==> src/hdl/bafp_pkg.sv <==
`timescale 1ns / 1ps
// ----------------------------------------------------------------------------
// bafp_pkg
// Shared types, constants and the arctangent constant generator for the
// bearing angle core.
// ----------------------------------------------------------------------------
package bafp_pkg;

  // Default configuration
  localparam int COORD_WIDTH_DEF   = 16;
  localparam int ANGLE_FRAC_DEF    = 7;
  localparam int BEARING_WIDTH     = 16;

  // Internal fixed-point formats
  localparam int RAD_FRAC          = 61;   // radians, fraction bits
  localparam int DEG_FRAC          = 48;   // degrees, fraction bits
  localparam int N_ITER            = 61;   // rotation cells
  localparam int NORM_MSB          = 60;   // normalized magnitude MSB
  localparam int MUL_SHIFT         = 71;   // Q61 * Q58 -> Q48
  localparam logic [63:0] RAD2DEG_Q58 = 64'd16514384080961256899;
  localparam logic [63:0] DEG_90      = 64'd90 << DEG_FRAC;
  localparam logic [63:0] DEG_45      = 64'd45 << DEG_FRAC;

  // Quadrant and special-case flags that ride along the pipeline
  typedef struct packed {
    logic zero_pt;   // both differences zero
    logic oct_zero;  // minor component zero
    logic oct_diag;  // components equal
    logic swap;      // |dy| > |dx|
    logic dx_neg;
    logic dy_neg;
  } side_t;

  // Rotation datapath word
  typedef struct packed {
    logic        valid;
    side_t       side;
    logic [63:0] x;
    logic [63:0] y;
    logic [63:0] z;
    logic        neg;
  } cord_t;

  // Octant angle in degrees, Q48
  typedef struct packed {
    logic        valid;
    side_t       side;
    logic [63:0] phi;
  } phi_t;

  // 2^sh / k, truncated, by restoring long division (elaboration only)
  function automatic logic [63:0] pow2_div(input int sh, input int k);
    logic [63:0] q;
    logic [7:0]  r;
    q = '0;
    r = '0;
    for (int b = 63; b >= 0; b--) begin
      r = {r[6:0], (b == sh)};
      if (r >= k[7:0]) begin
        r = r - k[7:0];
        q[b] = 1'b1;
      end
    end
    return q;
  endfunction

  // atan(2^-i) in Q61 radians from its Taylor series
  function automatic logic [63:0] atan_entry(input int i);
    logic [63:0] s;
    int          k;
    s = '0;
    for (int n = 0; n < 32; n++) begin
      k = 2 * n + 1;
      if (i * k <= RAD_FRAC) begin
        if ((n & 1) != 0) begin
          s = s - pow2_div(RAD_FRAC - i * k, k);
        end else begin
          s = s + pow2_div(RAD_FRAC - i * k, k);
        end
      end
    end
    return s;
  endfunction

endpackage

==> src/hdl/bafp_cell.sv <==
`timescale 1ns / 1ps
// ----------------------------------------------------------------------------
// bafp_cell
// One vectoring rotation step: shift by the cell index, add or subtract,
// accumulate the matching arctangent constant.
// ----------------------------------------------------------------------------
module bafp_cell #(
  parameter int IDX = 1
) (
  input  logic            clk,
  input  logic            rst_n,
  input  logic            en,
  input  bafp_pkg::cord_t d_i,
  output bafp_pkg::cord_t q_o
);
  import bafp_pkg::*;

  localparam logic [63:0] ATAN_K = atan_entry(IDX);

  logic [63:0] xs, ys;
  cord_t       q_nxt, q_r;

  assign xs = d_i.x >> IDX;
  assign ys = d_i.y >> IDX;

  // y is kept as a magnitude; the sign lives in neg
  always_comb begin
    q_nxt       = d_i;
    q_nxt.z     = d_i.neg ? (d_i.z - ATAN_K) : (d_i.z + ATAN_K);
    q_nxt.x     = d_i.x + ys;
    if (d_i.y >= xs) begin
      q_nxt.y   = d_i.y - xs;
    end else begin
      q_nxt.y   = xs - d_i.y;
      q_nxt.neg = !d_i.neg;
    end
  end

  always_ff @(posedge clk) begin
    if (!rst_n) begin
      q_r.valid <= 1'b0;
    end else if (en) begin
      q_r <= q_nxt;
    end
  end

  assign q_o = q_r;

endmodule

==> config.mk <==
export PLATFORM = sky130hd
export DESIGN_NAME = bafp_cell
export DESIGN_NICKNAME = d
export VERILOG_FILES = /design/src/hdl/bafp_pkg.sv /design/src/hdl/bafp_cell.sv
export SDC_FILE = /design/constraint.sdc
export NUM_CORES = 1
export LEC_CHECK = 0
export ABC_AREA = 0
export BUFFER_PORTS_ARGS = -buffer_cell sky130_fd_sc_hd__buf_4
export CORE_MARGIN = 2
export CORE_UTILIZATION = 50
export CTS_CLUSTER_DIAMETER = 200
export DETAILED_ROUTE_END_ITERATION = 10
export PLACE_DENSITY = 0.73
export SLEW_MARGIN = 25
export SYNTH_ARGS = -nofsm -noshare
export SYNTH_HDL_FRONTEND = slang
export SYNTH_SLANG_ARGS = --single-unit
==> constraint.sdc <==
create_clock -name clk -period 5 [get_ports clk]
set_clock_uncertainty 0.2 [all_clocks]
set_input_delay 0.25 -clock clk [delete_from_list [all_inputs] [get_ports clk]]
set_output_delay 0.25 -clock clk [all_outputs]
set_load 0.02 [all_outputs]
# Word-level counts from Yosys, hierarchy flattened
# Cells that the tools add are included.
# word_totals
regBits	200
latchBits	0
ramBits	0
mem_bits_ro	0
input_bits	203
out_inout_bits	200
wordCells	22
mem_count	0
# classes
addsub	5
multipliers	0
div	0
n_lt_le_gt_ge	1
eq_ne	0
n_shift	0
n_mux	3
n_bitwise	0
reduce_logical	2
# ops
op	n
$mux 64	2
$add 64x60->64 const B	1
$add 64x63->64	1
$ge 64x63->1	1
$sub 63x64->64	1
$sub 64x60->64 const B	1
$sub 64x63->64	1
$reduce_and 2->1	1
$logic_not 1->1	1
$mux 1	1

# Depth between registers and ports, before layout
# depth
ltp_word	2
depth_mapped	17

# Worst setup path before layout
# Ideal clock, no wire load.
# synth_path
path_kind	in2reg
startpoint	input port en
endpoint	register q_r (netlist bit q_o[0]) (enable)
setup_ps	583
arrival_time_ps	4765
required_ps	4217
slack_ps	-548
path_stages	1
path_cell_list	and2_1
# synth_via
elab_chain_cells	1
# synth_lines
item	line_no	source
from (decl)	bafp_cell.sv:12	input logic en,
$reduce_and 2->1 (no line)	--	
to (signal assigned)	bafp_cell.sv:43	q_r <= q_nxt;
to (decl)	bafp_cell.sv:21	cord_t q_nxt, q_r;
# Every way passes these cells.
# A chain may end at the register's enable or synchronous reset.

==> qor.yml <==
yosys:
  yosys.area_share.simple_pct: 13.9
  ys_ff_latch: 200
  synth_area_per_cell_um2: 8.30
  ys_types: 82
  async_flop_share_pct: 0
  synth_fa_ha_area_share_pct: 15.2
  synth_mux_area_share_pct: 0.851
  synth_compound_area_share_pct: 28.4
  synthesis.nets: 3011
  syn_inst: 2553
  synth_flop_cell: "edfxtp_1"
  synth_warnings: 0
  netlist_area_um2: 21200
  synth_top_family_by_area: "compound AO/OA/AOI/OAI gates"
  synthXorXnorAreaFrac_pct: 7.40
  ys_seq_area_share_pct: 28.3
  synth_edf_count: 199
detailed_routing:
  vias_per_cell: 6.22
  routed_wl_um: 74600
  ant_nets: 0
  firstDrtPassIters: 9
  vias: 21486
  drtIter0Drc: 1972
  routedWlPerCell_um: 21.6
  drc: 0
timing:
  max_freq_mhz: 229
  fin_crit_ns: 4.36
  report.final.slew_viol_count: 0
  setup_tns_ns: 0
  tightest_slew_ns: 0.739
  rsz0062_at_grt: "false"
  hold_viol: 0
  setup_violations: 0
  final.period_utilization_pct: 87.3
  whs_ns: 0.0373
  max_slew_margin_pct: 50.2
setup_path:
  endpoint_kind: "flip-flop"
  start_kind: "input pin"
  cpMaxStageDelayCell: "a211oi_1"
  cpLargestDelayFamily: "compound AO/OA/AOI/OAI gates"
  cp_slowest_stage_delay_ns: 0.57
  criticalPathCategory: "in2reg"
  r2r_slack_ns: 3.60
  reg2reg_to: "q_o[199]$_SDFFE_PN0P_"
  cp_data_required_time_ns: 5.06
  r2r_cells: 3
  cp.buffers_inverters: 2
  r2r-start: "q_o[199]$_SDFFE_PN0P_"
  cp_max_fo: 3
  crit_chain: "dlygate4sd3_1 > buf_4 > ha_1 > fa_1 > a211oi_1 > o211a_1 > o21a_1 > o21ai_1 > a31oi_1 > o21ai_1 > a211oi_1 > o21bai_1 > a31oi_1 > xnor2_1"
  critPathArrivalTime_ns: 4.43
cells_and_area:
  num-fill-cells: 3701
  final_layout_size_suffix_gt1_share_pct: 16.8
  multi_input_area_um2: 13900
  area_delta_synth_final_pct: 19.8
  n_antenna_cell: 0
  final_area_um2: 25400
  largest_reg_flops: 200
  fin_nets: 3360
  ff_latch_area_um2: 6000
job:
  drv_cap: 0
grt:
  grt_overflow: 0
  grt_pass1_vias: 20188
  grtUsageTotal_pct: 33.3
  grt_antenna_before_repair: 0
  grt_max_degree: 77
  grt_first_pass_wirelength_um: 113000
pwr:
  powerDensity_nw_per_um2: 262
  p_clk_share_pct: 22.0
  switching_share_pct: 39.9
  p_leak_uw: 0.0113
  total_power_uw: 6650
  seqPwrFrac_pct: 33.2
  p_int_uw: 4000
  switching_power_uw: 2650
  power_frac_comb_pct: 44.8
  ir_drop_mv: 0.266
cts:
  cts_setup_buffers: 0
  cts_hold_buffers: 16
  clock_path_buffers: 2
  numCtsBuffers: 17
  cts_tree: "built"
  clk_pin_slew_ns: 0.08
  cts_root_buf: "clkbuf_16"
  clock-sinks: 200
  cts_resized: 0
  h-tree-depth: 4
  worstSkewPairLatency_ns: 0.51
min_path:
  hp-start: "d_i[66]"
  min_to: "q_o[66]$_DFFE_PP_"
  whs_path_depth: 3
  hold_class: "in2reg"
placed_design:
  placed_area_um2: 24600
  hpwl_um: 61100
  port_buffers: 402
  place_congestion: 1.03
die:
  die_x_um: 210
  dieArea_um2: 44000
  ios: 403
  core-area_um2: 41900
  rows: 75
  start_util_pct: 50.6
  die_h_um: 210
status:
  status: "completed"
[worst reg2reg max path, cell delays in order (launching register included)]
cell and delay, ns:
dfxtp_1 0.31, mux2i_1 0.14, nor2b_1 0.07, dlygate4sd3_1 0.56
[kinds of logic after synthesis]
kind of cell,count (synthesis)
DFF,200
muxes,17
buffers and inverters,321
AOI/OAI and AO/OA,964
and+or+nand+nor,617
xor gates and xnor gates,179
adders and majority gates,255
[layout by cell type (no fill, tap or decap), types with 18 or more instances in the layout]
master,instances
buf_4,422
a21oi_1,350
ha_1,251
inv_1,209
edfxtp_1,199
nand2_1,196
nor2_1,159
o21ai_0,156
xnor2_1,118
a21o_1,116
nand4_1,80
o21bai_1,67
xor2_1,61
nor3_1,35
nand3_1,33
o21a_1,33
a31oi_1,33
o211ai_1,25
o21ai_1,25
a211oi_1,24
nand2b_1,23
o31ai_1,18
nor2b_1,18
[final cells by class]
| class | instances | area share [%] |
|---|---|---|
| inverters | 210 | 3.11 |
| flip-flops and latches | 200 | 23.6 |
| clock buffers | 18 | 1.69 |
| repair buffers | 441 | 13.4 |
| clock inverters | 14 | 0.616 |
| multi-input cells | 2032 | 55.0 |
| well taps | 539 | 2.66 |
[Yosys cell counts, drive strengths merged (5+ instances only)]
| library cell | instances | area share [%] |
|---|---|---|
| ha | 251 | 15 |
| nor3 | 35 | 0.83 |
| nand4 | 81 | 2.4 |
| nor2b | 18 | 0.53 |
| a21oi | 351 | 8.3 |
| and2 | 15 | 0.44 |
| xnor2 | 118 | 4.9 |
| inv | 209 | 3.7 |
| a221o | 6 | 0.28 |
| edfxtp | 199 | 28 |
| a21o | 116 | 4.1 |
| a31o | 5 | 0.21 |
| o21a | 33 | 1.2 |
| a2111oi | 12 | 0.56 |
| mux2i | 12 | 0.57 |
| or3 | 6 | 0.18 |
| nor2 | 159 | 2.8 |
| nand3 | 33 | 0.78 |
| o2111ai | 6 | 0.25 |
| and4 | 9 | 0.37 |
| nor4 | 6 | 0.18 |
| a31oi | 33 | 0.97 |
| mux2 | 5 | 0.28 |
| clkbuf | 85 | 1.5 |
| o221ai | 6 | 0.25 |
| o21bai | 67 | 2.4 |
| o22ai | 9 | 0.27 |
| xor2 | 61 | 2.5 |
| or2 | 8 | 0.24 |
| o21ai | 181 | 4.3 |
| o31a | 5 | 0.21 |
| a211oi | 25 | 0.91 |
| nand2b | 23 | 0.68 |
| a221oi | 7 | 0.29 |
| and3 | 9 | 0.27 |
| buf | 26 | 0.66 |
| nand2 | 197 | 3.5 |
| a21boi | 22 | 0.78 |
| o211ai | 25 | 0.89 |
| o31ai | 21 | 0.82 |
[through the flow]
| step | cells | utilization [%] | worst slack, ns |
|---|---|---|---|
| after CTS | 3454 | 60.6 | 0.826 |
| final | 3454 | 60.6 | 0.636 |
| after detailed placement | 3406 | 58.9 | 0.738 |
| after floorplan | 2553 | - | 1.21 |
| after global placement | 3406 | 58.9 | 0.841 |
| after global routing | 3454 | 60.6 | 0.438 |
[power groups by stage]
stage | clock (uW) | sequential, uW | combinational [uW]
global placement | 0 | 2240 | 2880
detailed placement | 0 | 2240 | 2890
CTS | 1490 | 2210 | 2920
finish | 1460 | 2210 | 2980
floorplan | 0 | 2470 | 1610
global route | 1550 | 2220 | 3200
[metal layers]
metal  share of wire (%)  up-vias  global-route usage [%]
met5                   0        -                       0
met4                 2.4        0                    9.64
met3                 8.7       94                    6.52
met2                  44     1077                    50.9
met1                  45    10255                    47.7
li1                    -    10060                       -
[worst max path at each step]
stage          cells after the start  slack, ns      from                 end
2_1_floorplan                     12       1.21    d_i[0]   q_o[43]$_DFFE_PP_
3_3_place_gp                      13       0.84   d_i[69]  q_o[190]$_DFFE_PP_
3_5_place_dp                      13       0.74    d_i[0]   q_o[43]$_DFFE_PP_
4_1_cts                           14       0.83  d_i[129]  q_o[177]$_DFFE_PP_
5_1_grt                           14       0.44  d_i[129]  q_o[189]$_DFFE_PP_
6_report                          14       0.64  d_i[129]  q_o[189]$_DFFE_PP_
No activity file was read; power rests on OpenSTA's default activity.
