$ cat src/hdl/bafp_pkg.sv
`timescale 1ns / 1ps
// ----------------------------------------------------------------------------
// bafp_pkg
// Shared types, constants and the arctangent constant generator for the
// bearing angle core.
// ----------------------------------------------------------------------------
package bafp_pkg;

  // Default configuration
  localparam int COORD_WIDTH_DEF   = 16;
  localparam int ANGLE_FRAC_DEF    = 7;
  localparam int BEARING_WIDTH     = 16;

  // Internal fixed-point formats
  localparam int RAD_FRAC          = 61;   // radians, fraction bits
  localparam int DEG_FRAC          = 48;   // degrees, fraction bits
  localparam int N_ITER            = 61;   // rotation cells
  localparam int NORM_MSB          = 60;   // normalized magnitude MSB
  localparam int MUL_SHIFT         = 71;   // Q61 * Q58 -> Q48
  localparam logic [63:0] RAD2DEG_Q58 = 64'd16514384080961256899;
  localparam logic [63:0] DEG_90      = 64'd90 << DEG_FRAC;
  localparam logic [63:0] DEG_45      = 64'd45 << DEG_FRAC;

  // Quadrant and special-case flags that ride along the pipeline
  typedef struct packed {
    logic zero_pt;   // both differences zero
    logic oct_zero;  // minor component zero
    logic oct_diag;  // components equal
    logic swap;      // |dy| > |dx|
    logic dx_neg;
    logic dy_neg;
  } side_t;

  // Rotation datapath word
  typedef struct packed {
    logic        valid;
    side_t       side;
    logic [63:0] x;
    logic [63:0] y;
    logic [63:0] z;
    logic        neg;
  } cord_t;

  // Octant angle in degrees, Q48
  typedef struct packed {
    logic        valid;
    side_t       side;
    logic [63:0] phi;
  } phi_t;

  // 2^sh / k, truncated, by restoring long division (elaboration only)
  function automatic logic [63:0] pow2_div(input int sh, input int k);
    logic [63:0] q;
    logic [7:0]  r;
    q = '0;
    r = '0;
    for (int b = 63; b >= 0; b--) begin
      r = {r[6:0], (b == sh)};
      if (r >= k[7:0]) begin
        r = r - k[7:0];
        q[b] = 1'b1;
      end
    end
    return q;
  endfunction

  // atan(2^-i) in Q61 radians from its Taylor series
  function automatic logic [63:0] atan_entry(input int i);
    logic [63:0] s;
    int          k;
    s = '0;
    for (int n = 0; n < 32; n++) begin
      k = 2 * n + 1;
      if (i * k <= RAD_FRAC) begin
        if ((n & 1) != 0) begin
          s = s - pow2_div(RAD_FRAC - i * k, k);
        end else begin
          s = s + pow2_div(RAD_FRAC - i * k, k);
        end
      end
    end
    return s;
  endfunction

endpackage

$ cat src/hdl/bafp_post.sv
`timescale 1ns / 1ps
// ----------------------------------------------------------------------------
// bafp_post
// Applies exact special cases, unfolds the octant angle to the full circle,
// rounds to the output step and wraps a full turn to zero.
// ----------------------------------------------------------------------------
module bafp_post #(
  parameter int ANGLE_FRACTION_BITS = bafp_pkg::ANGLE_FRAC_DEF
) (
  input  logic                                clk,
  input  logic                                rst_n,
  input  logic                                en,
  input  bafp_pkg::phi_t                      d_i,
  output logic                                valid_o,
  output logic [bafp_pkg::BEARING_WIDTH-1:0]  bearing_o
);
  import bafp_pkg::*;

  localparam int          SHR  = DEG_FRAC - ANGLE_FRACTION_BITS;
  localparam logic [63:0] HALF = 64'd1 << (SHR - 1);
  localparam logic [63:0] TURN = 64'd360 << ANGLE_FRACTION_BITS;
  localparam logic [63:0] D180 = DEG_90 << 1;
  localparam logic [63:0] D360 = DEG_90 << 2;

  logic [63:0] oct, phi, full, rnd;
  logic [BEARING_WIDTH-1:0] bearing_nxt, bearing_r;
  logic        valid_r;

  // Exact octant answers for axis and diagonal
  always_comb begin
    if (d_i.side.oct_zero) begin
      oct = '0;
    end else if (d_i.side.oct_diag) begin
      oct = DEG_45;
    end else begin
      oct = d_i.phi;
    end
    phi = d_i.side.swap ? (DEG_90 - oct) : oct;
  end

  // Quadrant unfold
  always_comb begin
    if (!d_i.side.dx_neg && !d_i.side.dy_neg) begin
      full = phi;
    end else if (d_i.side.dx_neg && !d_i.side.dy_neg) begin
      full = D180 - phi;
    end else if (d_i.side.dx_neg) begin
      full = D180 + phi;
    end else begin
      full = D360 - phi;
    end
  end

  // Round to nearest, wrap 360 to 0
  always_comb begin
    rnd = (full + HALF) >> SHR;
    if (rnd >= TURN) rnd = rnd - TURN;
    bearing_nxt = d_i.side.zero_pt ? '0 : rnd[BEARING_WIDTH-1:0];
  end

  always_ff @(posedge clk) begin
    if (!rst_n) begin
      valid_r <= 1'b0;
    end else if (en) begin
      valid_r   <= d_i.valid;
      bearing_r <= bearing_nxt;
    end
  end

  assign valid_o   = valid_r;
  assign bearing_o = bearing_r;

endmodule

$ cat config.mk
export PLATFORM = sky130hd
export DESIGN_NAME = bafp_post
export DESIGN_NICKNAME = d
export VERILOG_FILES = /design/src/hdl/bafp_pkg.sv /design/src/hdl/bafp_post.sv
export SDC_FILE = /design/constraint.sdc
export NUM_CORES = 1
export LEC_CHECK = 0
export CAP_MARGIN = 0
export CELL_PAD_IN_SITES_DETAIL_PLACEMENT = 1
export CELL_PAD_IN_SITES_GLOBAL_PLACEMENT = 2
export CORE_MARGIN = 10
export CORE_UTILIZATION = 38
export DETAILED_ROUTE_END_ITERATION = 8
export DONT_BUFFER_PORTS = 1
export PLACE_DENSITY = 0.92
export REMOVE_ABC_BUFFERS = 1
export SYNTH_ARGS = -nofsm -noshare
export SYNTH_HDL_FRONTEND = slang
export SYNTH_SLANG_ARGS = --single-unit
$ cat constraint.sdc
create_clock -name clk -period 9.15 [get_ports clk]
set_input_delay 0.4575 -clock clk [delete_from_list [all_inputs] [get_ports clk]]
set_output_delay 0.4575 -clock clk [all_outputs]
set_load 0.05 [all_outputs]
== Word-level counts from Yosys, hierarchy flattened ==
Index checks and enable logic that the tools add are counted.

* Bits in registers: 17
* Latch bits: 0
* RAM bits: 0
* ROM bits: 0
* Bits of input ports: 74
* Output and inout bits: 17
* Memories kept: 0

* Add/subtract/negate cells: 6
* Multipliers: 0
* Div/mod/pow operators: 0
* Magnitude comparators: 1
* Equal/unequal tests: 0
* Shifts and indexed selects: 0
* Mux-type cells: 7
* Bitwise operators: 0
* Reductions and logical operators: 5

{| class="wikitable"
|+ Operator list
! cell !! number
|-
| 2-to-1 mux 64 bit || 6
|-
| adder 56 x 64 -> 64 bit, first input constant || 1
|-
| adder 64 x 41 -> 64 bit, second input constant || 1
|-
| subtractor 55 x 64 -> 64 bit, first input constant || 1
|-
| subtractor 56 x 64 -> 64 bit, first input constant || 1
|-
| subtractor 57 x 64 -> 64 bit, first input constant || 1
|-
| greater-or-equal comparator 23 x 16 -> 1 bit, second input constant || 1
|-
| 2-to-1 mux 16 bit || 1
|-
| subtractor 16 bit, second input constant || 1
|-
| logical AND 1 bit || 2
|-
| zero test 1 bit || 2
|-
| AND reduction 2 bit || 1
|}

== Longest topological paths before layout ==
Gate-level depths: netlist (run 1).

* Depth in word-level cells: 11
* Depth in mapped cells: 32
* Depth with buffers taken out: 24

== Worst setup path before layout (run 1) ==
Ideal clock, no wire load.

* Path type: input to register
* Start: input d_i[67] (netlist bit)
* End: register bearing_r[13], in the netlist bearing_o[13], data pin
* Setup time: 0.262 ns
* Arrival time: 6.638 ns
* Setup slack: 2.249 ns
* Stages on the path: 27
* Buffers on the path: 8
* Path through: nor2_2 buf_4 buf_6 buf_2 buf_2 clkbuf_1 nand2_1 ha_1 buf_4 o21a_1 nor2_1 buf_2 o32ai_1 nor4b_1 o2111ai_1 or4_1 buf_6 nor3_2 mux2i_1 o22ai_1 nor2_1 nand3_2 or4_4 or4_4 a221o_1 o211ai_1 mux2_1

* Cells in the longest elaborated chain, start to end: 11
* Elaborated cells on any way between the ends: 14

{| class="wikitable"
|+ RTL lines
! element !! line !! source
|-
| start: declaration || bafp_post.sv:13 || <nowiki>input bafp_pkg::phi_t d_i,</nowiki>
|-
| 2-to-1 mux 64 bit (*) || bafp_post.sv:33 || <nowiki>end else if (d_i.side.oct_diag) begin</nowiki>
|-
| 2-to-1 mux 64 bit (*) || bafp_post.sv:31 || <nowiki>if (d_i.side.oct_zero) begin</nowiki>
|-
| subtractor 55 x 64 -> 64 bit || bafp_post.sv:38 || <nowiki>phi = d_i.side.swap ? (DEG_90 - oct) : oct;</nowiki>
|-
| 2-to-1 mux 64 bit (*) || bafp_post.sv:38 ||
|-
| subtractor 57 x 64 -> 64 bit or adder 56 x 64 -> 64 bit (tied branches) || bafp_post.sv:50, bafp_post.sv:48 ||
|-
| 2-to-1 mux 64 bit || bafp_post.sv:47 || <nowiki>end else if (d_i.side.dx_neg) begin</nowiki>
|-
| 2-to-1 mux 64 bit || bafp_post.sv:45 || <nowiki>end else if (d_i.side.dx_neg && !d_i.side.dy_neg) begin</nowiki>
|-
| 2-to-1 mux 64 bit (*) || bafp_post.sv:43 || <nowiki>if (!d_i.side.dx_neg && !d_i.side.dy_neg) begin</nowiki>
|-
| adder 64 x 41 -> 64 bit (*) || bafp_post.sv:56 || <nowiki>rnd = (full + HALF) >> SHR;</nowiki>
|-
| greater-or-equal comparator 23 x 16 -> 1 bit or subtractor 16 bit (tied branches) || bafp_post.sv:57 || <nowiki>if (rnd >= TURN) rnd = rnd - TURN;</nowiki>
|-
| 2-to-1 mux 16 bit (*) || bafp_post.sv:57 ||
|-
| end signal: assignment || bafp_post.sv:66 || <nowiki>bearing_r <= bearing_nxt;</nowiki>
|-
| end: declaration || bafp_post.sv:26 || <nowiki>logic [BEARING_WIDTH-1:0] bearing_nxt, bearing_r;</nowiki>
|}

Mark *: on every way between the ends. The rest lies on a longest branch, timed or not.
A chain may end at the register's enable or synchronous reset.

== Final worst setup path (run 1) ==
* Start: input d_i[67] (netlist bit)
* End: register bearing_r[11], in the netlist bearing_o[11], data pin

The elaborated chain is that of the path after synthesis.

==> results_dict.tcl, run 1 <==
set metrics [dict create \
    combPwrFrac 0.604 \
    grt.total_usage 0.2203 \
    yosysUniqueCellTypes 102 \
    row_count 47 \
    cp-start-kind "input pin" \
    pin_count 91 \
    synth.most_common_cell "nor2_1" \
    r2r-end "valid_o" \
    synthCells 906 \
    worstMarginPinSlew_ns 1.191 \
    drtAntennaViolNets 0 \
    maxCapViolCount 0 \
    r2r_start "valid_o" \
    cpMaxStageDelayCell "nor2_1" \
    ys_seq_area_frac 0.07719 \
    vias 7637 \
    grt_pass1_vias 7390 \
    required_ns 9.14 \
    ff2ff_setup_slack_ns 8.12 \
    diodes 0 \
    clk_path_buf_depth 2 \
    status "complete, no violations" \
    synth_edf_count 16 \
    holdBufCountCts 0 \
    gp_congestion 0.9552 \
    p_clk_frac 0.161 \
    die_h_um 150.6 \
    area_growth_pct 0.9842 \
    grt_pass1_wl_um 41480 \
    min_to "valid_o" \
    setup_viol 0 \
    synth_top_cells_by_count "nor2_1 (77), nand2_1 (75), a21oi_1 (55)" \
    cts.clk_slew.worst_paths_ns 0.05 \
    syn_area_um2 6484 \
    p_switching_mw 0.2559 \
    core_area_um2 16640 \
    crit_path_frequent_cell "ha_1" \
    final.setup_skew_ns 0 \
    io_buffers 0 \
    critical_path_class "input pin to register" \
    drive_gt1_frac 0.1033 \
    fin_nets 931 \
    power_leakage_nw 1.953 \
    wl_um 26200 \
    yosysTopAreaCell "edfxtp_1" \
    start_util 0.3896 \
    slew_headroom 0.1977 \
    critPathMaxStageDelay_ns 0.71 \
    hold_path_class "input pin to register" \
    cellPowerDensity_nw_per_um2 80.98 \
    grt_max_degree 51 \
    die-area_um2 22690 \
    hpwlAfterDp_um 20520 \
    swShare 0.4826 \
    synth_seq_cells 17 \
    internal_power_mw 0.2743 \
    synth.avg_cell_area_um2 7.156 \
    whs_path_depth 1 \
    crit_path_end_kind "register" \
    clk_latency_ns 0.24 \
    cts_root_buf "clkbuf_16" \
    detail_route.wl_per_cell_um 24.44 \
    report.final.slew_viol_count 0 \
    grt-ovfl-total 0 \
    seqPwrFrac 0.235 \
    cts_htree_levels 1 \
    cts_tree "done" \
    min_from "rst_n" \
    period_needed_ns 7.475 \
    hold_violations 0 \
    worstPathArrival_ns 7.47 \
    worst-path-max-fanout 50 \
    die_x_um 150.6 \
    async_flop_share 0 \
    cts_buffers 3 \
    cts.repair.resized 0 \
    finalSetupTns_ns 0 \
    period_share 0.8170 \
    total_power_mw 0.5302 \
    peakVddDrop_mv 0.1008 \
    ys_warn_count 0 \
    yosys-top-cells-area "edfxtp_1 (7.4%), nor2_1 (4.5%), nand2_1 (4.3%), nor4_4 (4.3%), a21oi_1 (4.2%)" \
    drtIter0Drc 872 \
    dominantRegCellSynth "edfxtp_1" \
    fmax_mhz 133.8 \
    reg2reg_depth 2 \
    cts_setup_buffers 0 \
    viasPerCell 7.124 \
    synth_top_area_frac 0.07410 \
    first_pass_iters 5 \
    antenna_found_initial 1 \
    drc 0 \
    cts_sinks 17 \
    rsz0062_at_grt "false" \
]
[cells in the final DEF, fill, tap and decap left out, types with 10 or more instances in the layout]
cell / count
and3_1: 22
or3_1: 14
a211oi_1: 13
nor4_1: 29
a21oi_1: 55
and2_1: 11
nand2_1: 75
nand4_1: 28
xnor2_1: 26
nand2b_1: 11
or4_1: 15
a31oi_1: 12
nor3_1: 40
o21ai_0: 46
nor4_4: 13
mux2i_1: 10
edfxtp_1: 16
nor2b_1: 12
nand3_1: 33
xor2_1: 13
a21o_1: 14
o211ai_1: 23
inv_1: 14
nor2_1: 77
[area by class of cell]
cell class,instances,area [µm²]
Fill cell,2105,10090
Multi-Input combinational cell,810,5592
Sequential cell,17,500.5
Tap cell,220,275.3
Clock buffer,4,78.83
Inverter,15,56.30
Timing Repair Buffer,6,45.04
[flip-flops by register name, indices dropped and copies added, names as in the netlist]
register   flops
bearing_o     16
valid_o        1
[stage by stage]
step,hold WS [ns],utilization,std cells,setup WS (ns),cell area [µm²]
4_1_cts,0.3948,0.3934,1072,1.780,6548
3_5_place_dp,0.6490,0.3887,1068,1.552,6469
2_1_floorplan,0.5857,-,842,2.014,6143
3_3_place_gp,0.5935,0.3887,1068,1.854,6469
5_1_grt,0.3945,0.3934,1072,0.9668,6548
6_report,0.3889,0.3934,1072,1.675,6548
[cells by family after synthesis]
family | Yosys count | synth area share
adders and majority gates | 4 | 0.007719
buffers and inverters | 79 | 0.06117
and+or+nand+nor | 449 | 0.4257
AOI/OAI and AO/OA | 297 | 0.3402
muxes | 20 | 0.03281
DFF | 17 | 0.07719
xor gates and xnor gates | 40 | 0.05519
[worst max path at each step]
stage / start / endpoint / slack, ns / depth (start not counted)
after floorplan: d_i[67] / bearing_o[13] / 2.01 / 19
after detailed placement: d_i[67] / bearing_o[11] / 1.55 / 25
after global routing: d_i[67] / bearing_o[11] / 0.97 / 25
after global placement: d_i[67] / bearing_o[11] / 1.85 / 20
after CTS: d_i[67] / bearing_o[11] / 1.78 / 25
final: d_i[67] / bearing_o[11] / 1.67 / 25
[critical path: cells and delay by family]
family	cells	cell delay, ns
adders and majority gates	3	0.98
xor gates and xnor gates	2	0.41
and+or+nand+nor	9	2.52
muxes	1	0.31
AOI/OAI and AO/OA	9	2.30
buffers and inverters	1	0.47
[per-layer routing]
| layer | GRT usage | wire (µm) |
|---|---|---|
| met5 | 0 | 0 |
| met2 | 0.3488 | 11650 |
| met3 | 0.04112 | 2434 |
| met4 | 0.04860 | 522 |
| met1 | 0.3028 | 11590 |
[power groups by stage]
stage	clock network (mW)	registers (mW)	logic, mW
5_1_grt	0.0887	0.125	0.351
3_3_place_gp	0	0.126	0.305
3_5_place_dp	0	0.127	0.312
4_1_cts	0.0856	0.125	0.314
2_1_floorplan	0	0.125	0.237
6_report	0.0853	0.125	0.320
(Power assumes the default switching activity.)
==> run 2, diff against run 1 <==
- CORE_UTILIZATION: 38 -> 34
- PLACE_DENSITY: 0.92 -> 0.88
- clock period: 9.15 -> 6.8 ns (I/O delays scaled with it)
==> run 2 against run 1 <==
Worst hold slack worse by 0.16 ns. Combinational power is 37% higher. Non-clock buffer count is 23 higher. Flip-flop and latch count stayed put. Clock skew stayed put. Sequential share of layout area is 0.23 points lower. Critical path type unchanged. Largest cell class unchanged. Highest routed layer unchanged.
==> results_dict.tcl, run 2 (same netlist as run 1, synthesis figures left out) <==
set metrics [dict create \
    status "complete, no violations" \
    largest_reg_flops 16 \
    final.setup_skew_ns 0 \
    final_cell_mix "nor2_1 (77), nand2_1 (75), a21oi_1 (55)" \
    critPathMaxStageDelay_ns 0.55 \
    cts_setup_buffers 0 \
    diodes 0 \
    io_buffers 0 \
    ff2ff_setup_slack_ns 5.84 \
    vias 7622 \
    grt_pass1_wl_um 41590 \
    min_to "valid_o" \
    grt.total_usage 0.2011 \
    cts_htree_levels 1 \
    power_leakage_nw 2.075 \
    worstPathArrival_ns 6.26 \
    drive_gt1_frac 0.1280 \
    gp_congestion 0.9449 \
    setup_viol 0 \
    post-place-ws_ns 0.2177 \
    min_from "rst_n" \
    whs_path_depth 1 \
    row_count 50 \
    holdWs_ns 0.2281 \
    drtAntennaViolNets 0 \
    detail_route.wl_per_cell_um 23.49 \
    grt-busiest-layer "met2" \
    slew_headroom 0.4562 \
    worstMarginPinSlew_ns 0.8130 \
    worstPathCellList "nor2_4, nand2_1, ha_1, nor3b_4, nor2_1, buf_4, a2111oi_4, o211ai_1, a2111oi_2, o2111ai_4, nor3_4, mux2i_1, o22ai_1, nor2_1, nand3_2, or4_4, or4_4, a221oi_2, o21ba_2, mux2_1" \
    cts.clk_slew.worst_paths_ns 0.05 \
    fmax_mhz 159.4 \
    crit_path_end_kind "register" \
    grt_pass1_vias 7441 \
    path_buf_inv 1 \
    critical_path_class "input pin to register" \
    worst-path-max-fanout 22 \
    hold_violations 0 \
    cp-start-kind "input pin" \
    clk_path_buf_depth 2 \
    period_share 0.9228 \
    r2r-end "valid_o" \
    final_common_cell "nor2_1" \
    met2_usage 0.3241 \
    fin_nets 954 \
    maxCapViolCount 0 \
    pin_count 91 \
    setup_ws_ns 0.5252 \
    total_power_mw 0.7210 \
    drtIter0Drc 796 \
    period_needed_ns 6.275 \
    cpMaxStageDelayCell "a2111oi_2" \
    hpwlAfterDp_um 20660 \
    cts_buffers 3 \
    reg2reg_depth 2 \
    cts_tree "done" \
    core_area_um2 18710 \
    start_util 0.3466 \
    die-area_um2 24990 \
    cp_top_family "simple AND/OR/NAND/NOR gates" \
    grtUsageMet3 0.02931 \
    peakVddDrop_mv 0.06810 \
    hold_path_class "input pin to register" \
    rsz0062_at_grt "false" \
    grt_max_degree 51 \
    die_x_um 158.1 \
    grtUsageMet1 0.2763 \
    clk_latency_ns 0.24 \
    drc 0 \
    wl_um 26050 \
    required_ns 6.79 \
    cellPowerDensity_nw_per_um2 106.8 \
    r2r_start "valid_o" \
    first_pass_iters 5 \
    die_h_um 158.1 \
    viasPerCell 6.873 \
    antenna_found_initial 0 \
    report.final.slew_viol_count 0 \
    grt-ovfl-total 0 \
    cts_root_buf "clkbuf_16" \
    cts_sinks 17 \
    area_growth_pct 4.072 \
]
run 2: cell count changes in the layout (fill, tap and decap cells not counted):
cell and change:
buf_4 +23, clkbuf_1 -1, clkinvlp_4 +1, nor3_2 -1, nor3_4 +1
run 2: what timing repair did:
item / CTS / global route
hold buffers: 0 / 0
endpoints found under the setup margin: 0 / 4
gates resized for setup: 0 / 1
run 2: how the worst max path moves through the flow:
stage / start / endpoint / cells after the start
5_1_grt: d_i[67] / bearing_o[11] / 24
3_5_place_dp: d_i[67] / bearing_o[10] / 20
3_3_place_gp: d_i[67] / bearing_o[11] / 20
6_report: d_i[67] / bearing_o[11] / 20
2_1_floorplan: d_i[67] / bearing_o[13] / 19
4_1_cts: d_i[67] / bearing_o[11] / 20
run 2: area by class of cell:
| type | count | area [µm²] |
|---|---|---|
| clock buffer | 3 | 75.07 |
| clock inverter | 1 | 7.507 |
| fill | 2376 | 11960 |
| inverter | 15 | 56.30 |
| multi-input combinational | 810 | 5598 |
| sequential | 17 | 500.5 |
| tap | 234 | 292.8 |
| timing repair buffer | 29 | 217.7 |
run 2: worst register-to-register path, cell delays in order (launching register included):
cell and delay, ns:
dfxtp_1 0.63, mux2i_1 0.14, nor2b_1 0.12
run 2: through the flow:
step / util / setup TNS (ns) / cell area (µm²) / std cells
after CTS: 0.3604 / 0 / 6741 / 1109
after global routing: 0.3607 / 0 / 6748 / 1109
after global placement: 0.3560 / 0 / 6659 / 1105
after detailed placement: 0.3560 / 0 / 6659 / 1105
final: 0.3607 / 0 / 6748 / 1109
after floorplan: - / -0.8153 / 6143 / 842
run 2: per-layer routing:
layer  wire length (µm)  vias up
li1                   -     3525
met1              11850     3755
met2              11660      295
met3               1949       47
met4                588        0
met5                  0        -
run 2: report_power, final:
part / switching [mW] / total, mW / internal (mW)
clock network: 0.0352 / 0.114 / 0.0791
logic: 0.270 / 0.440 / 0.169
registers: 0.0369 / 0.167 / 0.130
total: 0.342 / 0.721 / 0.378
