## src/hdl/bafp_pkg.sv

```systemverilog
`timescale 1ns / 1ps
// ----------------------------------------------------------------------------
// bafp_pkg
// Shared types, constants and the arctangent constant generator for the
// bearing angle core.
// ----------------------------------------------------------------------------
package bafp_pkg;

  // Default configuration
  localparam int COORD_WIDTH_DEF   = 16;
  localparam int ANGLE_FRAC_DEF    = 7;
  localparam int BEARING_WIDTH     = 16;

  // Internal fixed-point formats
  localparam int RAD_FRAC          = 61;   // radians, fraction bits
  localparam int DEG_FRAC          = 48;   // degrees, fraction bits
  localparam int N_ITER            = 61;   // rotation cells
  localparam int NORM_MSB          = 60;   // normalized magnitude MSB
  localparam int MUL_SHIFT         = 71;   // Q61 * Q58 -> Q48
  localparam logic [63:0] RAD2DEG_Q58 = 64'd16514384080961256899;
  localparam logic [63:0] DEG_90      = 64'd90 << DEG_FRAC;
  localparam logic [63:0] DEG_45      = 64'd45 << DEG_FRAC;

  // Quadrant and special-case flags that ride along the pipeline
  typedef struct packed {
    logic zero_pt;   // both differences zero
    logic oct_zero;  // minor component zero
    logic oct_diag;  // components equal
    logic swap;      // |dy| > |dx|
    logic dx_neg;
    logic dy_neg;
  } side_t;

  // Rotation datapath word
  typedef struct packed {
    logic        valid;
    side_t       side;
    logic [63:0] x;
    logic [63:0] y;
    logic [63:0] z;
    logic        neg;
  } cord_t;

  // Octant angle in degrees, Q48
  typedef struct packed {
    logic        valid;
    side_t       side;
    logic [63:0] phi;
  } phi_t;

  // 2^sh / k, truncated, by restoring long division (elaboration only)
  function automatic logic [63:0] pow2_div(input int sh, input int k);
    logic [63:0] q;
    logic [7:0]  r;
    q = '0;
    r = '0;
    for (int b = 63; b >= 0; b--) begin
      r = {r[6:0], (b == sh)};
      if (r >= k[7:0]) begin
        r = r - k[7:0];
        q[b] = 1'b1;
      end
    end
    return q;
  endfunction

  // atan(2^-i) in Q61 radians from its Taylor series
  function automatic logic [63:0] atan_entry(input int i);
    logic [63:0] s;
    int          k;
    s = '0;
    for (int n = 0; n < 32; n++) begin
      k = 2 * n + 1;
      if (i * k <= RAD_FRAC) begin
        if ((n & 1) != 0) begin
          s = s - pow2_div(RAD_FRAC - i * k, k);
        end else begin
          s = s + pow2_div(RAD_FRAC - i * k, k);
        end
      end
    end
    return s;
  endfunction

endpackage

```

## src/hdl/bafp_prep.sv

```systemverilog
`timescale 1ns / 1ps
// ----------------------------------------------------------------------------
// bafp_prep
// Forms the coordinate differences, folds them into the first octant and
// normalizes the magnitudes for the rotation chain. Three stages.
// ----------------------------------------------------------------------------
module bafp_prep #(
  parameter int COORD_WIDTH = bafp_pkg::COORD_WIDTH_DEF
) (
  input  logic                          clk,
  input  logic                          rst_n,
  input  logic                          en,
  input  logic                          valid_i,
  input  logic signed [COORD_WIDTH-1:0] sensor_x_i,
  input  logic signed [COORD_WIDTH-1:0] sensor_y_i,
  input  logic signed [COORD_WIDTH-1:0] target_x_i,
  input  logic signed [COORD_WIDTH-1:0] target_y_i,
  output bafp_pkg::cord_t               q_o
);
  import bafp_pkg::*;

  localparam int MW = COORD_WIDTH + 1;   // magnitude width
  localparam int SW = $clog2(MW);        // MSB index width

  // Stage 1: differences and magnitudes
  logic signed [MW-1:0] dx, dy;
  logic [MW-1:0]        ax_nxt, ay_nxt;
  logic [MW-1:0]        ax_r, ay_r;
  logic                 dxn_r, dyn_r, s1_valid_r;

  assign dx = {target_x_i[COORD_WIDTH-1], target_x_i}
            - {sensor_x_i[COORD_WIDTH-1], sensor_x_i};
  assign dy = {target_y_i[COORD_WIDTH-1], target_y_i}
            - {sensor_y_i[COORD_WIDTH-1], sensor_y_i};
  assign ax_nxt = dx[MW-1] ? (~dx + 1'b1) : dx;
  assign ay_nxt = dy[MW-1] ? (~dy + 1'b1) : dy;

  always_ff @(posedge clk) begin
    if (!rst_n) begin
      s1_valid_r <= 1'b0;
    end else if (en) begin
      s1_valid_r <= valid_i;
      ax_r       <= ax_nxt;
      ay_r       <= ay_nxt;
      dxn_r      <= dx[MW-1];
      dyn_r      <= dy[MW-1];
    end
  end

  // Stage 2: octant fold, special cases, leading-one position
  logic          swap;
  logic [MW-1:0] p, q;
  logic [SW-1:0] msb;
  side_t         side_nxt;
  logic [MW-1:0] p_r, q_r;
  logic [SW-1:0] msb_r;
  side_t         side_r;
  logic          s2_valid_r;

  assign swap = ay_r > ax_r;
  assign p    = swap ? ay_r : ax_r;
  assign q    = swap ? ax_r : ay_r;

  always_comb begin
    msb = '0;
    for (int i = 0; i < MW; i++) begin
      if (p[i]) msb = SW'(i);
    end
  end

  always_comb begin
    side_nxt.zero_pt  = (p == '0);
    side_nxt.oct_zero = (q == '0);
    side_nxt.oct_diag = (q == p);
    side_nxt.swap     = swap;
    side_nxt.dx_neg   = dxn_r;
    side_nxt.dy_neg   = dyn_r;
  end

  always_ff @(posedge clk) begin
    if (!rst_n) begin
      s2_valid_r <= 1'b0;
    end else if (en) begin
      s2_valid_r <= s1_valid_r;
      p_r        <= p;
      q_r        <= q;
      msb_r      <= msb;
      side_r     <= side_nxt;
    end
  end

  // Stage 3: shift so the major component has its MSB at bit 60
  logic [5:0] sh;
  cord_t      q_nxt, out_r;

  assign sh = 6'(NORM_MSB) - 6'(msb_r);

  always_comb begin
    q_nxt.valid = s2_valid_r;
    q_nxt.side  = side_r;
    q_nxt.x     = 64'(p_r) << sh;
    q_nxt.y     = 64'(q_r) << sh;
    q_nxt.z     = '0;
    q_nxt.neg   = 1'b0;
  end

  always_ff @(posedge clk) begin
    if (!rst_n) begin
      out_r.valid <= 1'b0;
    end else if (en) begin
      out_r <= q_nxt;
    end
  end

  assign q_o = out_r;

endmodule

```

## config.mk

```make
export PLATFORM = sky130hd
export DESIGN_NAME = bafp_prep
export DESIGN_NICKNAME = d
export VERILOG_FILES = /design/src/hdl/bafp_pkg.sv /design/src/hdl/bafp_prep.sv
export SDC_FILE = /design/constraint.sdc
export NUM_CORES = 1
export LEC_CHECK = 0
export BUFFER_PORTS_ARGS = -buffer_cell sky130_fd_sc_hd__buf_2
export CAP_MARGIN = 20
export CORE_ASPECT_RATIO = 1.4
export CORE_MARGIN = 2
export CORE_UTILIZATION = 55
export DETAILED_ROUTE_END_ITERATION = 8
export PLACE_DENSITY = 0.78
export SLEW_MARGIN = 20
export SYNTH_ARGS = -nofsm -noshare
export SYNTH_HDL_FRONTEND = slang
export SYNTH_SLANG_ARGS = --single-unit
```

## constraint.sdc

```tcl
create_clock -name clk -period 15.75 [get_ports clk]
set_input_delay 3.15 -clock clk [delete_from_list [all_inputs] [get_ports clk]]
set_output_delay 3.15 -clock clk [all_outputs]
set_load 0.02 [all_outputs]
```

# After elaboration in Yosys (flattened, before gate mapping)
# Index checks and enable logic that the tools add are counted.
dict set report word_totals {
  register_bits 218
  out_inout_bits 200
  wordCells 59
  in_bits 68
}
dict set report classes {
  magnitude_cmp 1
  n_mux 19
  bitwise_logic 2
  addsub 5
  n_reduce_logical 3
  n_eq_ne 1
  shift 2
}
# cell n
set ops {}
lappend ops {{left shift 17 x 6 -> 64 bit} 2}
lappend ops {{2-to-1 mux 5 bit} 14}
lappend ops {{adder 17 x 1 -> 17 bit (second input constant)} 2}
lappend ops {{zero test 17 bit} 2}
lappend ops {{2-to-1 mux 17 bit} 2}
lappend ops {{inverter 17 bit} 2}
lappend ops {{subtractor 16 x 16 -> 17 bit} 2}
lappend ops {{2-to-1 mux 16 bit} 2}
lappend ops {{equality test 17 bit} 1}
lappend ops {{> comparator 17 bit} 1}
lappend ops {{subtractor 6 x 5 -> 6 bit (first input constant)} 1}
lappend ops {{AND reduction 2 bit} 1}
lappend ops {{2-to-1 mux 1 bit} 1}

# Depth between registers and ports, before layout
# Gate-level depths: netlist of run 1.
dict set report logic_depth {
  word_depth 17
  depth_mapped 15
}

# Least setup slack after synthesis of run 1
# No wires, ideal clock.
dict set report synth_path {
  path_type {input to register}
  from {in en}
  to {reg ax_r[0], enable pin}
  setup_time_ns 0.601
  path_slack_ns 7.127
  cell_stages 1
  n_path_buf 0
  required_time_ns 15.149
  t_arrival_ns 8.022
  cell_sequence {and2_1}
}
dict set report synth_between {
  elab_chain_cells 1
}
# element line_no
set synth_rtl {}
lappend synth_rtl {{from (decl)} bafp_prep.sv:12} ;# input logic en,
lappend synth_rtl {{AND reduction 2 bit (no line)} n/a}
lappend synth_rtl {{to (signal assigned)} bafp_prep.sv:43} ;# ax_r <= ax_nxt;
lappend synth_rtl {{to (decl)} bafp_prep.sv:28} ;# logic [MW-1:0] ax_r, ay_r;
# No other way between the ends.
# A chain may end at the register's enable or synchronous reset.

# Final worst setup path of run 1
dict set report layout_path {
  from {in target_y_i[0]}
  to {reg ay_r[12], data pin}
}
dict set report layout_between {
  elab_chain_cells 4
}
# element line_no
set layout_rtl {}
lappend layout_rtl {{from (decl)} bafp_prep.sv:17} ;# input logic signed [COORD_WIDTH-1:0] target_y_i,
lappend layout_rtl {{subtractor 16 x 16 -> 17 bit *} bafp_prep.sv:34} ;# - {sensor_y_i[COORD_WIDTH-1], sensor_y_i};
lappend layout_rtl {{inverter 17 bit} bafp_prep.sv:36} ;# assign ay_nxt = dy[MW-1] ? (~dy + 1'b1) : dy;
lappend layout_rtl {{adder 17 x 1 -> 17 bit} bafp_prep.sv:36}
lappend layout_rtl {{2-to-1 mux 16 bit *} bafp_prep.sv:36}
lappend layout_rtl {{net ay_nxt[12]} bafp_prep.sv:27} ;# logic [MW-1:0] ax_nxt, ay_nxt;
lappend layout_rtl {{to (signal assigned)} bafp_prep.sv:44} ;# ay_r <= ay_nxt;
lappend layout_rtl {{to (decl)} bafp_prep.sv:28}
# The timed path passes the listed nets; every way through them passes the cells marked *.

==> reports/metrics.yaml, run 1 <==
global_route:
  antenna_found_initial: 0
  grt_max_degree: 88
  grt-ovfl-total: 0
  grt_pass1_vias: 9648
  grt_usage_pct: 22.7
  grt_pass1_wl_um: 47200
die:
  die_h_um: 188
  fp.dieW_um: 136
  rows: 67
  core_um2: 23900
  dieArea_um2: 25500
  io_pins: 268
  start_util_pct: 55.8
drt:
  drt_iter0_drc: 946
  drtAntennaViolNets: 0
  vias: 10200
  wl_per_cell_um: 16.3
  vias_per_cell: 5.62
  dr.pass1.iters: 5
  drc_errors: 0
  finalWirelength_um: 29500
power:
  clockPowerShare_pct: 26.6
  power.leakage_nw: 6.12
  p_seq_share_pct: 44.6
  cellPowerDensity_nw_per_um2: 110
  finalPower_mw: 1.66
  irDropWorstVdd_mv: 0.104
  p_switching_mw: 0.534
  pwr-share-comb_pct: 28.8
  p_int_mw: 1.13
  sw_frac_of_total_pct: 32.2
critical_path:
  startpoint_type: "input pin"
  arrival_ns: 5.93
  worst-setup-path-type: "in -> reg"
  slowest_stage: "nor4_1"
  worst-r2r-setup-slack_ns: 11.36
  cp_max_fo: 4
  reg2reg_depth: 11
  cp.depth: 13
  critical-path-max-stage-delay_ns: 0.52
  cp.required_ns: 16.00
  cp-end-kind: "flop"
  path_buf_inv: 3
  crit_chain: "buf_2 -> inv_1 -> ha_1 -> inv_1 -> fa_1 -> a211oi_1 -> o21bai_1 -> a21oi_1 -> xor2_1 -> o2111ai_1 -> nor4_1 -> a21oi_1 -> xor2_1"
  cp_top_family: "compound AO/OA/AOI/OAI gates"
yosys:
  ys_ff_latch: 218
  synthArstFlopShare_pct: 0
  synth_cell_types: 79
  syn_avg_cell_area_um2: 10.3
  yosysSeqAreaShare_pct: 48.9
  syn_area_um2: 13300
  synthFlopType: "edfxtp_1"
  synth-edff-count: 215
  synthCells: 1292
  synth_warnings: 0
flow_run:
  drv_cap: 0
timing:
  final.setup.worst_slack_ns: 10.07
  setup_violations: 0
  period_minus_slack_ns: 5.68
  rsz0062_at_grt: "no"
  hold_viol: 0
  hold_ws_ns: 0.420
  timing.slew.headroom_pct: 30.1
  tightestPinTransition_ns: 1.05
  timing.setup.tns_ns: 0
  drv_slew: 0
  period_share_pct: 36.1
  timing.fmax_ghz: 0.176
  clock_skew_ns: 0.0185
layout:
  fillCellCount: 1992
  stdcell_area_um2: 15100
  layout.nets: 1611
  mostFrequentLayoutCell: "edfxtp_1"
  instances_no_fill: 1812
  antennaDiodeCount: 0
  areaGrowthSynthToFinish_pct: 12.9
  final_util_pct: 63.0
  drive_above_1_share_pct: 20.4
  layout_common_cells: "edfxtp_1 (215), buf_2 (202), nor2_1 (185), nand2_1 (97), conb_1 (81)"
cts:
  numCtsBuffers: 20
  clock-sinks: 218
  cts.reportedPaths.clkPinSlew_ns: 0.07
  clk_latency_ns: 0.50
  post-cts-setup-buffers: 0
  clock-root-buffer: "clkbuf_16"
  hold_buffers: 0
  cts_tree: "yes"
  ctsResizeCount: 0
  cts_buffer_depth: 3
  h-tree-depth: 1
place:
  io_buffers: 202
  place_ws_ns: 9.53
  place_area_um2: 14500
  post-dp-hpwl_um: 22400
  dp_cells: 1777
  globalplace.congestion: 0.966
status:
  status: "completed"
worst_hold_path:
  min_path_type: "reg -> reg"
  whs_path_depth: 0
registers in the layout, indices dropped and copies added (netlist names), 5 cells and up:
signal / flops
ax_r: 17
ay_r: 17
msb_r: 5
p_r: 17
q_nxt: 6
q_o: 135
q_r: 17
worst register-to-register path, cell delays in order (launching register included):
cell and delay [ns]:
edfxtp_1 0.33, buf_4 0.46, inv_1 0.40, ha_2 1.15
mux2_2 0.44, a22oi_1 0.38, nor2_1 0.07, a21oi_1 0.33
nand2_1 0.09, o21ai_0 0.13, a2bb2oi_1 0.27, nor2_1 0.06
layer usage:
metal  share of wire, %  GRT usage (%)  vias to the layer above
met1                 38           26.2                     4733
met3                4.9           2.29                       95
met2                 52           40.9                      410
li1                   -              -                     4951
met4                5.2           12.5                        0
met5                  0              0                        -
power groups by stage:
stage	logic [mW]	clock network (mW)	registers (mW)
final	0.479	0.441	0.741
after global routing	0.530	0.472	0.744
after CTS	0.475	0.449	0.740
after detailed placement	0.472	0	0.752
after global placement	0.461	0	0.751
after floorplan	0.345	0	0.772
cell families after synthesis:
| group | count (synthesis) | synth area share, % |
|---|---|---|
| AND/OR/NAND/NOR | 400 | 13.5 |
| AO/OA/AOI/OAI | 294 | 14.5 |
| flip-flops | 218 | 48.9 |
| other | 1 | 0.0281 |
| buffers and inverters | 197 | 7.45 |
| adder cells (fa/ha/maj) | 54 | 5.18 |
| XOR/XNOR | 50 | 3.29 |
| multiplexers | 78 | 7.15 |
synth_stat cells, types with 6 or more instances:
cell type	number	share of area [%]
edfxtp_1	215	48
nor2_1	185	5.2
nand2_1	97	2.7
a21oi_1	81	3.0
inv_1	78	2.2
buf_4	65	3.7
o21ai_0	57	2.1
ha_1	52	4.9
clkbuf_1	39	1.1
mux2i_1	39	2.9
mux2_2	27	2.3
xnor2_1	27	1.8
o22ai_1	23	1.1
xor2_1	23	1.5
nand3_1	22	0.83
nor3_1	19	0.71
nor2b_1	18	0.84
o22a_1	15	0.99
a211oi_1	13	0.73
a21o_1	12	0.68
mux4_2	11	1.9
nor4_1	11	0.52
o21a_1	11	0.62
o21ai_1	9	0.34
a31oi_1	8	0.38
buf_2	8	0.30
nand4_1	8	0.38
a2bb2oi_1	7	0.46
and2_1	7	0.33
buf_1	6	0.17
o31ai_1	6	0.34
or2_2	6	0.28
final timing paths:
kind                               startpoint       end
worst min register to register     q_nxt[196]  q_o[196]
worst min-delay path               q_nxt[196]  q_o[196]
worst max register to register       msb_r[0]   q_o[82]
worst max-delay path            target_y_i[0]  ay_r[12]
area by class of cell:
type,instances,area [um2],share of cell area (%)
Clock buffer,27,548,3.64
Clock inverter,8,37.5,0.249
Inverter,79,297,1.97
Multi-Input combinational cell,957,6170,41.0
Sequential cell,218,6520,43.3
Tap cell,310,388,2.58
Timing Repair Buffer,213,1090,7.26
No activity file was read; power rests on OpenSTA's default activity.
==> inputs of run 2 (changes only) <==
Settings changed: ABC_AREA set to 1.
Clock period 15.75 ns to 5.94 ns, I/O delays scaled along.
==> reports/metrics.yaml, run 2 <==
status:
  status: "completed"
critical_path:
  arrival_ns: 3.95
  cp_top_family: "buffers and inverters"
  cp-end-kind: "flop"
  path_common_cell: "o21ai_0"
  worst-setup-path-type: "reg -> reg"
  cp_max_fo: 39
  startpoint_type: "flop"
  cp.required_ns: 6.18
  crit_chain: "buf_4 -> inv_2 -> ha_1 -> buf_4 -> inv_1 -> o21ai_0 -> o21ai_0 -> nand2_1 -> o21ai_0 -> nor2_1 -> a31oi_1 -> nor2_1"
  path_buf_inv: 4
  slowest_stage: "inv_1"
  critical-path-max-stage-delay_ns: 0.68
yosys:
  syn_area_um2: 13200
  synth.most_common_cell: "nand2_1"
  netlist.area_leader.share_pct: 49.1
  synthCells: 1468
  synth_warnings: 0
  synthArstFlopShare_pct: 0
  synthFlopType: "edfxtp_1"
  yosysSeqAreaShare_pct: 49.5
  synth_common_cells: "nand2_1 (314), edfxtp_1 (215), nor2_1 (164)"
  synth_top_area_cell: "edfxtp_1"
  yosys-top-cells-area: "edfxtp_1 (49%), nand2_1 (9.0%), o21ai_0 (6.0%)"
  synth_cell_types: 53
  synth-edff-count: 215
  ys_ff_latch: 218
  syn_avg_cell_area_um2: 8.96
cts:
  cts_buffer_depth: 3
  numCtsBuffers: 21
  clk_latency_ns: 0.50
  hold_buffers: 0
  ctsResizeCount: 0
  h-tree-depth: 1
  clock-sinks: 218
  clock-root-buffer: "clkbuf_16"
  cts.reportedPaths.clkPinSlew_ns: 0.07
  post-cts-setup-buffers: 0
  cts_tree: "yes"
timing:
  drv_slew: 0
  timing.fmax_ghz: 0.269
  timing.setup.tns_ns: 0
  hold_viol: 0
  tightestPinTransition_ns: 0.870
  final.setup.worst_slack_ns: 2.23
  setup_violations: 0
  period_share_pct: 62.5
  clock_skew_ns: 0.00889
  rsz0062_at_grt: "no"
  timing.slew.headroom_pct: 41.9
  period_minus_slack_ns: 3.71
die:
  rows: 67
  fp.dieW_um: 135
  die_h_um: 187
  start_util_pct: 55.5
  dieArea_um2: 25200
  io_pins: 268
  core_um2: 23700
drt:
  vias: 10100
  wl_per_cell_um: 13.0
  drt_iter0_drc: 627
  vias_per_cell: 5.08
  finalWirelength_um: 25700
  dr.pass1.iters: 6
  drtAntennaViolNets: 0
  drc_errors: 0
layout:
  areaGrowthSynthToFinish_pct: 12.8
  final_util_pct: 62.6
  mostFrequentLayoutCell: "nand2_1"
  layout_common_cells: "nand2_1 (314), edfxtp_1 (215), buf_2 (202), nor2_1 (163), o21ai_0 (159)"
  layout.nets: 1781
  drive_above_1_share_pct: 18.4
  largest_reg_flops: 135
  instances_no_fill: 1983
  antennaDiodeCount: 0
global_route:
  grt-ovfl-total: 0
  grt_pass1_wl_um: 42200
  antenna_found_initial: 0
  grt_usage_pct: 20.1
  grt_pass1_vias: 9291
  grt_max_degree: 130
place:
  io_buffers: 202
  place_ws_ns: 2.05
  globalplace.congestion: 0.939
  post-dp-hpwl_um: 19500
  dp_cells: 1946
power:
  cellPowerDensity_nw_per_um2: 313
  finalPower_mw: 4.65
  irDropWorstVdd_mv: 0.184
  power.leakage_nw: 6.56
worst_hold_path:
  min_path_type: "reg -> reg"
flow_run:
  drv_cap: 0
==> run 2: cell types whose count changed after synthesis, moves of 15 or more <==
| cell | change |
|---|---|
| o22a_1 | -15 |
| nand3_1 | +16 |
| a21oi_1 | -42 |
| nor2_1 | -21 |
| nand2_1 | +217 |
| mux2i_1 | -25 |
| o21ai_0 | +102 |
| mux2_2 | -27 |
| nor2b_1 | -18 |
| inv_1 | +67 |
==> run 2: worst paths after layout <==
check,startpoint,slack [ns],endpoint,cells past startpoint
min,q_nxt[194],0.42,q_o[194],0
max,msb_r[0],2.23,q_o[178],12
min reg2reg,q_nxt[194],0.42,q_o[194],0
max reg2reg,msb_r[0],2.23,q_o[178],12
==> run 2: area by class of cell <==
type / instances / area [um2]
flip-flops and latches: 218 / 6520
multi-input cells: 1043 / 5580
repair buffers: 213 / 1090
clock buffers: 25 / 541
inverters: 162 / 621
well taps: 310 / 388
fillers: 1998 / 8880
clock inverters: 12 / 98.8
==> run 2: metal layers <==
| metal | GRT usage [%] | wire length (um) | part of all wire (%) |
|---|---|---|---|
| met5 | 0 | 0 | 0 |
| met1 | 22.2 | 9590 | 37 |
| met3 | 2.28 | 1330 | 5.2 |
| met4 | 7.69 | 1020 | 4.0 |
| met2 | 38.8 | 13800 | 54 |
==> run 2: per-stage QoR <==
stage                     cell area (um2)  hold slack (ns)
after floorplan                     13500            0.400
after global placement              14200            0.405
after detailed placement            14200            0.407
after CTS                           14800            0.425
after global routing                14800            0.437
final                               14800            0.424
==> run 2: kinds of logic after synthesis <==
kind of cell	Yosys count	synth area share (%)
AO/OA/AOI/OAI	268	11.7
XOR/XNOR	55	3.89
adder cells (fa/ha/maj)	54	5.25
buffers and inverters	287	10.5
flip-flops	218	49.5
multiplexers	14	1.07
other	1	0.0285
AND/OR/NAND/NOR	571	18.0
==> run 2: power breakdown <==
part | total (mW) | internal, mW | switching [mW]
Combinational | 1.44 | 0.443 | 0.995
Sequential | 1.96 | 1.90 | 0.0543
Clock | 1.25 | 0.699 | 0.551
==> inputs of run 3 (changes only) <==
Settings changed: ABC_AREA 1 to 0, CORE_UTILIZATION 55 to 51, PLACE_DENSITY 0.78 to 0.76.
Clock period 5.94 ns to 3.4 ns, I/O delays scaled along.
==> reports/metrics.yaml, run 3 (synthesized netlist as in run 1, its figures left out) <==
critical_path:
  worst-r2r-setup-slack_ns: 0.08
  critical-path-max-stage-delay_ns: 0.50
  cp.required_ns: 3.71
  cp_max_fo: 6
  crit_chain: "inv_2 -> ha_4 -> a211oi_2 -> o221ai_2 -> a221oi_2 -> buf_4 -> a21oi_4 -> buf_4 -> nor4bb_2 -> buf_4 -> a41oi_1 -> nor4_1 -> nor4b_4"
  path_common_cell: "buf_4"
  startpoint_type: "flop"
  cp-end-kind: "flop"
  worst-setup-path-type: "reg -> reg"
  arrival_ns: 3.63
  slowest_stage: "edfxtp_1"
layout:
  largest_reg_flops: 135
  areaGrowthSynthToFinish_pct: 19.1
  layout_common_cells: "edfxtp_1 (215), buf_2 (202), nor2_1 (185), nand2_1 (97), buf_4 (87)"
  mostFrequentLayoutCell: "edfxtp_1"
  final_util_pct: 61.2
  antennaDiodeCount: 0
  instances_no_fill: 1909
  layout.nets: 1693
  drive_above_1_share_pct: 25.2
timing:
  period_share_pct: 97.7
  timing.fmax_ghz: 0.301
  tightestPinTransition_ns: 0.856
  final.setup.worst_slack_ns: 0.0785
  drv_slew: 0
  hold_viol: 0
  period_minus_slack_ns: 3.32
  setup_violations: 0
  hold_ws_ns: 0.412
  timing.setup.tns_ns: 0
  clock_skew_ns: 0.0236
  timing.slew.headroom_pct: 42.7
power:
  p_seq_share_pct: 41.7
  sw_frac_of_total_pct: 31.8
  p_switching_mw: 2.58
  pwr-share-comb_pct: 30.9
  p_int_mw: 5.54
  cellPowerDensity_nw_per_um2: 512
  clockPowerShare_pct: 27.3
  irDropWorstVdd_mv: 0.298
  power.leakage_nw: 6.58
global_route:
  grt_pass1_vias: 10100
  antenna_found_initial: 0
  grt-ovfl-total: 0
  grt_max_degree: 58
  grt_usage_pct: 22.4
  grt_pass1_wl_um: 50000
drt:
  wirelength_met1_um: 11600
  drt_iter0_drc: 481
  drtAntennaViolNets: 0
  finalWirelength_um: 32000
  wl_met3_um: 1250
  route.met2.wl_um: 17400
  drc_errors: 1
  wl_per_cell_um: 16.7
  topRoutingLayerUsed: "met4"
  vias_per_cell: 5.46
  dr.pass1.iters: 7
  vias: 10400
place:
  io_buffers: 202
  place_ws_ns: -0.194
  globalplace.congestion: 1.09
  post-dp-hpwl_um: 24800
  dp_cells: 1868
status:
  violations: "DRC"
  status: "finished, violations left"
cts:
  numCtsBuffers: 20
  clk_latency_ns: 0.50
  cts_buffer_depth: 3
  cts_tree: "yes"
  cts.reportedPaths.clkPinSlew_ns: 0.06
  hold_buffers: 0
  clock-root-buffer: "clkbuf_16"
  clock-sinks: 218
  h-tree-depth: 1
die:
  die_h_um: 195
  core_um2: 25900
  fp.dieW_um: 141
  dieArea_um2: 27500
  io_pins: 268
  start_util_pct: 51.4
  rows: 70
worst_hold_path:
  min_path_type: "reg -> reg"
flow_run:
  drv_cap: 0
-- run 3: changes by cell type in the layout (fill, tap and decap cells not counted), moves of 15 or more --
| cell | delta |
|---|---|
| o22a_1 | +15 |
| mux2_2 | +27 |
| o21ai_0 | -103 |
| mux2i_1 | +25 |
| inv_1 | -67 |
| nand3_1 | -16 |
| nor2b_1 | +18 |
| nand2_1 | -217 |
| buf_4 | +76 |
| nor2_1 | +22 |
| a21oi_1 | +41 |
-- run 3: per-stage QoR --
stage	instance area, um2	power, mW
2_1_floorplan	13600	5.16
3_3_place_gp	15100	5.83
3_5_place_dp	15100	5.88
4_1_cts	15800	8.11
5_1_grt	15900	8.50
6_report	15900	8.12
-- run 3: final timing paths --
check | from | endpoint | cells after the start
worst max-delay path | ax_r[2] | q_nxt[197] | 13
worst min-delay path | q_nxt[195] | q_o[195] | 0
worst max register to register | ax_r[2] | q_nxt[197] | 13
worst min register to register | q_nxt[195] | q_o[195] | 0
-- run 3: layout make-up --
class,count,area [um2]
Clock inverter,14,119
Clock buffer,22,529
Multi-Input combinational cell,957,6230
Timing Repair Buffer,295,1780
Sequential cell,218,6520
Fill cell,2153,10100
Inverter,79,297
Tap cell,324,405
-- run 3: power groups by stage --
stage	clock, mW	sequential [mW]	combinational, mW
global route	2.34	3.41	2.75
detailed placement	0	3.45	2.43
finish	2.22	3.39	2.51
global placement	0	3.44	2.39
floorplan	0	3.56	1.60
CTS	2.25	3.39	2.46
-- run 3: critical path, delay by kind of cell (launching register included) --
family / cells / cell delay, ns
DFF: 1 / 0.50
AOI/OAI and AO/OA: 5 / 0.85
buffers and inverters: 4 / 0.64
adders and majority gates: 1 / 0.21
and+or+nand+nor: 3 / 0.94
-- run 3: layer usage --
layer	GRT usage, %	vias up
met1	23.1	4889
met5	0	-
met4	11.4	0
li1	-	5121
met2	44.0	325
met3	2.28	92
-- run 3: repair_timing --
| item | 4_1_cts | 5_1_grt |
|---|---|---|
| setup buffers | 2 | 4 |
| gates cloned | 0 | 0 |
| endpoints found under the setup margin | 1 | 2 |
| pin swaps | 3 | 7 |
| gates resized for setup | 3 | 8 |
| hold endpoints to repair | 0 | 0 |
